`src/sv/bslpd_pkg.sv`:
```
package bslpd_pkg;

	localparam int PIN_W = 8;
	localparam int CFG_W = 8;
	localparam int CFG_IDX_W = 2;
	localparam int OUT_W = 4 * PIN_W;

	localparam logic [CFG_IDX_W-1:0] REG_TICK_INTERVAL    = 2'd0;
	localparam logic [CFG_IDX_W-1:0] REG_LONG_PRESS_COUNT = 2'd1;
	localparam logic [CFG_IDX_W-1:0] REG_PRESSED_LEVEL    = 2'd2;

	localparam logic [7:0] RST_TICK_INTERVAL    = 8'd2;
	localparam logic [7:0] RST_LONG_PRESS_COUNT = 8'd93;
	localparam logic       RST_PRESSED_LEVEL    = 1'b0;

	localparam logic [7:0] HOLD_MAX = 8'hFF;

	typedef struct packed {
		logic [7:0] tick_interval;
		logic [7:0] long_press_count;
		logic       pressed_level;
	} cfg_t;

	typedef struct packed {
		logic short_flag;
		logic long_flag;
		logic short_rise;
		logic long_rise;
	} lane_out_t;

endpackage

```
`src/sv/bslpd_lane.sv`:
```
module bslpd_lane
	import bslpd_pkg::*;
#(
	parameter int SETTLE_SAMPLES = 8
) (
	input  logic      clk,
	input  logic      arst_n,
	input  cfg_t      cfg,
	input  logic      en,
	input  logic      level,
	output lane_out_t lane_out
);

	localparam int SW = (SETTLE_SAMPLES > 1) ? $clog2(SETTLE_SAMPLES) : 1;
	localparam logic [SW-1:0] SETTLE_LAST = SW'(SETTLE_SAMPLES - 1);

	logic [7:0]    tick_q, tick_n;
	logic [SW-1:0] settle_q, settle_n;
	logic [7:0]    hold_q, hold_n, hold_inc;
	logic          short_q, short_n;
	logic          long_q, long_n;
	logic          fire;

	always_comb begin
		fire     = (tick_q == cfg.tick_interval);
		tick_n   = fire ? 8'd0 : tick_q + 8'd1;
		settle_n = settle_q;
		short_n  = short_q;
		long_n   = long_q;
		hold_inc = hold_q;
		if (fire) begin
			if (settle_q == SETTLE_LAST) begin
				settle_n = '0;
				short_n  = 1'b1;
				if (hold_q != HOLD_MAX) begin
					hold_inc = hold_q + 8'd1;
				end
			end else begin
				settle_n = settle_q + SW'(1);
			end
		end
		hold_n = hold_inc;
		// The long test only runs on a fire tick, after the settle update.
		if (fire && short_n && (hold_inc >= cfg.long_press_count)) begin
			long_n = 1'b1;
			hold_n = 8'd0;
		end
		if (level != cfg.pressed_level) begin
			tick_n   = 8'd0;
			settle_n = '0;
			hold_n   = 8'd0;
			short_n  = 1'b0;
			long_n   = 1'b0;
		end
	end

	always_ff @(posedge clk or negedge arst_n) begin
		if (!arst_n) begin
			tick_q   <= 8'd0;
			settle_q <= '0;
			hold_q   <= 8'd0;
			short_q  <= 1'b0;
			long_q   <= 1'b0;
		end else if (en) begin
			tick_q   <= tick_n;
			settle_q <= settle_n;
			hold_q   <= hold_n;
			short_q  <= short_n;
			long_q   <= long_n;
		end
	end

	assign lane_out.short_flag = short_n;
	assign lane_out.long_flag  = long_n;
	assign lane_out.short_rise = short_n & ~short_q;
	assign lane_out.long_rise  = long_n & ~long_q;

endmodule

```
`src/sv/button_short_long_press_debounce_unit.sv`:
```
// Channel  Direction  Word
// s_*      in         tdata[7:0] = pin_levels
// m_*      out        tdata[31:0] = short_held, long_held, short_event, long_event
// cfg_*    in         register write: cfg_we, cfg_index, cfg_data
//
// One word is taken per cycle while s_tready is high; accept registers its result.
// Each lane's counters and flags update at the accepting edge.
// Reset clears every lane and loads the register defaults.
// A stalled result holds the output register; input stays ready while m_tready is high.
module button_short_long_press_debounce_unit
	import bslpd_pkg::*;
#(
	parameter int NUM_BUTTONS    = 8,
	parameter int SETTLE_SAMPLES = 8
) (
	input  logic                 clk,
	input  logic                 arst_n,
	input  logic                 s_tvalid,
	output logic                 s_tready,
	input  logic [PIN_W-1:0]     s_tdata,   // [7:0] pin_levels
	output logic                 m_tvalid,
	input  logic                 m_tready,
	output logic [OUT_W-1:0]     m_tdata,   // [7:0] short_held, [15:8] long_held,
	                                        // [23:16] short_event, [31:24] long_event
	input  logic                 cfg_we,
	input  logic [CFG_IDX_W-1:0] cfg_index,
	input  logic [CFG_W-1:0]     cfg_data
);

	cfg_t             cfg_q;
	logic             accept;
	logic             out_valid_q;
	logic [OUT_W-1:0] out_data_q;
	lane_out_t        lane_res [NUM_BUTTONS];
	logic [PIN_W-1:0] sh, lh, se, le;

	always_ff @(posedge clk or negedge arst_n) begin
		if (!arst_n) begin
			cfg_q.tick_interval    <= RST_TICK_INTERVAL;
			cfg_q.long_press_count <= RST_LONG_PRESS_COUNT;
			cfg_q.pressed_level    <= RST_PRESSED_LEVEL;
		end else if (cfg_we) begin
			case (cfg_index)
				REG_TICK_INTERVAL:    cfg_q.tick_interval    <= cfg_data;
				REG_LONG_PRESS_COUNT: cfg_q.long_press_count <= cfg_data;
				REG_PRESSED_LEVEL:    cfg_q.pressed_level    <= cfg_data[0];
				default: ;
			endcase
		end
	end

	assign s_tready = !out_valid_q || m_tready;
	assign accept   = s_tvalid && s_tready;

	for (genvar b = 0; b < NUM_BUTTONS; b++) begin : g_lane
		logic lvl;
		// Lanes beyond the pin field see a constant low level.
		if (b < PIN_W) begin : g_pin
			assign lvl = s_tdata[b];
		end else begin : g_nopin
			assign lvl = 1'b0;
		end
		bslpd_lane #(
			.SETTLE_SAMPLES(SETTLE_SAMPLES)
		) u_lane (
			.clk     (clk),
			.arst_n  (arst_n),
			.cfg     (cfg_q),
			.en      (accept),
			.level   (lvl),
			.lane_out(lane_res[b])
		);
	end

	for (genvar i = 0; i < PIN_W; i++) begin : g_out
		if (i < NUM_BUTTONS) begin : g_used
			assign sh[i] = lane_res[i].short_flag;
			assign lh[i] = lane_res[i].long_flag;
			assign se[i] = lane_res[i].short_rise;
			assign le[i] = lane_res[i].long_rise;
		end else begin : g_unused
			assign sh[i] = 1'b0;
			assign lh[i] = 1'b0;
			assign se[i] = 1'b0;
			assign le[i] = 1'b0;
		end
	end

	always_ff @(posedge clk or negedge arst_n) begin
		if (!arst_n) begin
			out_valid_q <= 1'b0;
		end else if (s_tready) begin
			out_valid_q <= s_tvalid;
		end
	end

	always_ff @(posedge clk) begin
		if (accept) begin
			out_data_q <= {le, se, lh, sh};
		end
	end

	assign m_tvalid = out_valid_q;
	assign m_tdata  = out_data_q;

endmodule
```
`config.mk`:
```
export PLATFORM = sky130hd
export DESIGN_NAME = button_short_long_press_debounce_unit
export DESIGN_NICKNAME = d
export VERILOG_FILES = /design/src/sv/bslpd_pkg.sv /design/src/sv/bslpd_lane.sv /design/src/sv/button_short_long_press_debounce_unit.sv
export SDC_FILE = /design/constraint.sdc
export NUM_CORES = 1
export LEC_CHECK = 0
export ABC_AREA = 1
export ABC_CLOCK_PERIOD_IN_PS = 3510
export BUFFER_PORTS_ARGS = -buffer_cell sky130_fd_sc_hd__buf_2
export CAP_MARGIN = 15
export CORE_UTILIZATION = 30
export DETAILED_ROUTE_END_ITERATION = 12
export PLACE_DENSITY = 0.49
export SLEW_MARGIN = 20
export SYNTH_ARGS = -nofsm -noshare
export SYNTH_HDL_FRONTEND = slang
export SYNTH_SLANG_ARGS = --single-unit
```
`constraint.sdc`:
```
create_clock -name clk -period 3.51 [get_ports clk]
set_clock_uncertainty 0.15 [all_clocks]
set_input_delay 0.351 -clock clk [delete_from_list [all_inputs] [get_ports clk]]
set_output_delay 0.351 -clock clk [all_outputs]
set_load 0.02 [all_outputs]
```
---- After elaboration in Yosys (flattened, before gate mapping) ----
Cells that the tools add are included.
cells by class
  $add $sub $neg .......................... 24
  $lt $le $gt $ge ......................... 8
  equality and inequality tests ........... 34
  multiplexer cells ....................... 120
  bitwise operators ....................... 32
  reduce and logical (&&, ||, !) cells .... 39
operators by type and width
  operator               number
  $mux W8                56
  $add A8 B1 Y8 const B  16
  $mux W3                24
  $eq A8 B8 Y1           8
  $ge A8 B8 Y1           8
  $ne A8 B8 Y1 const B   8
  $mux W1                40
  $add A3 B1 Y3 const B  8
  $eq A3 B3 Y1 const B   8
  $reduce_and A2 Y1      11
  $logic_and A1 B1 Y1    17
  $and A1 B1 Y1          16
  $not A1 Y1             16
  $reduce_bool A2 Y1     8
  $ne A1 B1 Y1           8
  $eq A2 B1 Y1 const B   1
  $eq A2 B2 Y1 const B   1
  $logic_not A2 Y1       1
  $logic_not A1 Y1       1
  $logic_or A1 B1 Y1     1
word-level totals
  register bits after elaboration ......... 218
  output and inout port bits .............. 34

---- Longest topological paths before layout ----
  word-level depth ........................ 9
  mapped depth ............................ 23
  mapped depth without buffers ............ 23

---- Modules after synthesis ----
Synthesis repeated with hierarchy kept, for this count alone.
second synthesis, totals
  cell total of the unflattened synthesis .. 2235
  area, all modules ....................... 16087.9 um2
modules (own cells, without submodules)
  module                                 instances  cells an instance  area an instance (um2)  sequential area each (um2)
  bslpd_lane                             8          265                1793.0                  525.5
  button_short_long_press_debounce_unit  1          115                1744.2                  1418.9

---- Least setup slack after synthesis ----
OpenSTA, ideal clock, no wires.
  path type ............................... reg2reg
  from .................................... register cfg_q[10] (netlist bit)
  to ...................................... register out_data_q[31], in the netlist m_tdata[31] (data pin)
  setup time .............................. 0.250 ns
  arrival ................................. 2.415 ns
  required time ........................... 3.110 ns
  slack ................................... 0.695 ns
  cell stages (with the launch flop) ...... 23
  clock period less this slack ............ 2.815 ns
  cells stage by stage .................... dfstp_2 > buf_4 > inv_4 > nand2_1 > nand2_1 > nor2_1 > nand2_1 > nor2_4 > buf_2 > nand2_1 > nand2_1 > inv_1 > ha_1 > nand2_1 > nor2_1 > nor2_1 > nand2_1 > nand2_1 > nand2_1 > o211ai_1 > nand2_1 > nand3_1 > inv_1
RTL lines
  element                 line                                         text
  start: declaration      button_short_long_press_debounce_unit.sv:30  cfg_t cfg_q;
  end signal: assignment  button_short_long_press_debounce_unit.sv:99  out_data_q <= {le, se, lh, sh};
  end: declaration        button_short_long_press_debounce_unit.sv:33  logic [OUT_W-1:0] out_data_q;

---- Final worst setup path ----
  from .................................... register g_lane[4].u_lane.hold_q[0]
  to ...................................... register g_lane[4].u_lane.hold_q[6]
between the ends
  word-level cells in the longest chain between the ends .. 8
  elaborated cells between the ends (all ways) .. 9
  those cells by class .................... 1 x add/sub; 1 x order compare; 1 x eq/ne; 5 x mux; 1 x reduce/logical
RTL lines
  element                                        line                                text
  start: declaration                             bslpd_lane.sv:19                    logic [7:0] hold_q, hold_n, hold_inc;
  start signal: assignment                       bslpd_lane.sv:67                    hold_q <= hold_n;
  $add A8 B1 Y8 or $ne A8 B8 Y1 (tied branches)  bslpd_lane.sv:36, bslpd_lane.sv:35
  $mux W8                                        bslpd_lane.sv:35                    if (hold_q != HOLD_MAX) begin
  $mux W8                                        bslpd_lane.sv:32                    if (settle_q == SETTLE_LAST) begin
  $mux W8 (*)                                    bslpd_lane.sv:31                    if (fire) begin
  $ge A8 B8 Y1                                   bslpd_lane.sv:44                    if (fire && short_n && (hold_inc >= cfg.long_press_count)) begin
  $logic_and A1 B1 Y1                            bslpd_lane.sv:44
  $mux W8 (*)                                    bslpd_lane.sv:44
  $mux W8 (*)                                    bslpd_lane.sv:48                    if (level != cfg.pressed_level) begin
Mark *: on every way between the ends. The rest lies on a longest branch, timed or not.
A chain may end at the register's enable or synchronous reset.

==> run metrics <==
status=completed; grt peak-use layer=met2; first-pass GRT wire length=71700 um; crit path cell chain=ha_1 > nand3_1 > inv_1 > nand2_2 > xor2_1 > nand2_1 > nand2_1 > nand2_1 > nand2_1 > inv_1 > ha_1 > nand2_1 > nor2_1 > nor2_1 > nand2_1 > nand2_1 > nand2_1 > inv_1 > nor2_2 > nor2_2 > buf_4 > nand2_1 > nand2_1; Async SR Flop Fraction=85.3%; setup ws final=0.323 ns; Syn-to-layout area delta=14.5%; initial core utilization=30.6%; CP Max Fanout=10; pin count of the biggest net entering global routing=86; Site Rows=83; cells on worst reg2reg path=23; Max-slew headroom=44.1%; # IOs=57; Clock transition at path regs=0.06 ns; RD Place Congestion=0.822; top cells by count, synth=891 x nand2_1, 312 x inv_1, 202 x nor2_1; largest cells by area after synthesis=dfrtp_1 28%, nand2_1 21%, ha_1 7.6%; critical path endpoint category=flip-flop; clock sink total=218; syn nets=2423; later-pin clock latency in the skew report=0.56 ns; wire per inst=14.3 um; Max Root-Sink Buffers=3; Syn Area/Cell=6.86 um2; number of flops mapped to enable cells by yosys=32; kind of critical path=flip-flop to flip-flop; final wirelength=44400 um; Worst Path Required=3.80 ns; Min-Delay Path Class=input pin to flip-flop; fmax=314 MHz; flop2flop setup slack=0.32 ns; First-pass DRT Iterations=5; top cell type's share of synthesized area=28.5%; WHS Endpoint=g_lane[1].u_lane.settle_q[2]; Global Route met1 Usage=23.6%; Register Area=0.00563 mm2; pre-CTS setup slack=0.121 ns; hold_ws=0.0238 ns; Distinct cells, synth=44; CTS Buf Count=29; RSZ-0062 raised after global routing=false; area occupied by multi-input gates=0.00860 mm2; slowest stage delay, CP=0.52 ns; power per cell area=510 mW/mm2; vias in the first global route=13500; Root Buffer=clkbuf_16; Worst VDD drop=0.445 mV; Total Neg Setup Slack=0 ns; final setup violation count=0; crit path buf inv count=4; hold_sp=s_tdata[1]; P_leak=0.00932 uW; most frequent CP cell=nand2_1; fin crit share=90.8%; initial antenna violation count=0; Post-synth top flop=dfrtp_1; Layout Cells excl Fill=3098; Filler cells=5499; GR Util met2=27.1%; Vias=14400; H-tree depth=1; hold path cells=4; Die Width=232 um; Yosys reg bits=218; CTS tree=done; placed cell count=3030; n_diodes=0; grt ovf=0; area of the die=0.0536 mm2; ANT nets after route=0; met3 Use GR=1.78%; FF-to-FF End=g_lane[4].u_lane.hold_q[6]; worst-margin pin slew=0.838 ns; Mapped Area=0.0158 mm2; Post-Syn Instances=2304; GRT Util Overall=16.7%; worst flop-to-flop path startpoint=g_lane[4].u_lane.hold_q[0]; Crit-path slowest cell=dfrtp_1; NumNets Final=2515; fraction of layout cells with a size suffix above 1=10.1%; core area=0.0517 mm2; max-cap violation count=0; residual DRC count=0; crit start category=flip-flop; family with the most delay on the worst path=simple AND/OR/NAND/NOR gates; most frequent cell after synthesis=nand2_1; dpl hpwl=30900 um; Critical Path Start=g_lane[4].u_lane.hold_q[0]; fin crit period=3.19 ns; crit path DAT=3.48 ns; chip height=232 um; initial DRC count=1023; synth warn=0; port bufs=56; vias per cell=4.64; sequential fraction of the synthesis area=35.6%; Synth area leader=dfrtp_1; Final Max Slew Viols=0; Fin. Hold Viols=0
==> layout by cell type (no fill, tap or decap), types with 29 or more instances in the layout <==
| cell type | n |
|---|---|
| xor2_1 | 33 |
| clkbuf_16 | 29 |
| o21bai_1 | 38 |
| a21oi_1 | 57 |
| buf_4 | 33 |
| o21ai_0 | 73 |
| ha_1 | 94 |
| dfrtp_1 | 177 |
| edfxtp_1 | 32 |
| buf_2 | 55 |
| inv_1 | 312 |
| nor2_1 | 202 |
| nand3_1 | 124 |
| nand2_1 | 889 |
==> worst register-to-register path: cells and delay by family, from the launching register on <==
kind / cells / cell delay (ns)
flip-flops: 1 / 0.52
buffers and inverters: 4 / 0.40
AND/OR/NAND/NOR: 16 / 1.32
adder cells (fa/ha/maj): 2 / 0.50
XOR/XNOR: 1 / 0.17
==> worst max-delay path by stage <==
| stage | endpoint | slack, ns | cells after the start |
|---|---|---|---|
| 2_1_floorplan | m_tdata[31] | 0.69 | 22 |
| 3_3_place_gp | m_tdata[31] | 0.18 | 21 |
| 3_5_place_dp | m_tdata[31] | 0.12 | 20 |
| 4_1_cts | m_tdata[31] | 0.09 | 20 |
| 5_1_grt | g_lane[4].u_lane.hold_q[6] | 0.003 | 17 |
| 6_report | g_lane[4].u_lane.hold_q[6] | 0.32 | 23 |
==> timing repair <==
item / in CTS / in global routing
endpoints found under the setup margin: 0 / 56
hold buffers: 15 / 0
buffers inserted: 0 / 0
endpoints found under the hold margin: 99 / 0
resized for setup: 0 / 5
==> sequential cells by signal, indices dropped and copies added (netlist names) <==
signal	count
g_lane.u_lane.hold_q	64
g_lane.u_lane.tick_q	64
m_tdata	32
g_lane.u_lane.settle_q	24
cfg_q	17
g_lane.u_lane.long_q	8
g_lane.u_lane.short_q	8
m_tvalid	1
==> cells by family after synthesis <==
group / synth area share (%)
buf+inv: 10.1
fa+ha+maj: 7.60
simple gates: 34.4
compound gates: 9.01
xor+xnor: 3.28
flops: 35.6
==> layout make-up <==
type                    instances  share of cell area [%]
clock inverters                11                   0.774
inverters                     345                    7.26
well taps                     680                    4.70
multi-input cells            1695                    47.5
flip-flops and latches        218                    31.1
clock buffers                  42                    4.55
repair buffers                107                    4.13
==> metal layers <==
metal / vias to the layer above / share of wire, %
met5: - / 0
li1: 7430 / -
met3: 51 / 3.7
met4: 0 / 1.9
met1: 6676 / 50
met2: 231 / 44
==> power by group <==
part	switching, uW	leakage (uW)	internal (uW)
Sequential	392	0.00284	2890
Combinational	1870	0.00601	1050
Clock	1190	0.000475	1840
==> per-stage QoR <==
step | instance area, um2 | util (%) | total power [uW]
after global placement | 17000 | 32.8 | 6190
after detailed placement | 17000 | 32.8 | 6240
after floorplan | 15800 | - | 5400
final | 18100 | 35.0 | 9230
after global routing | 18100 | 35.0 | 9930
after CTS | 18100 | 35.0 | 9360
(Power assumes the default switching activity.)
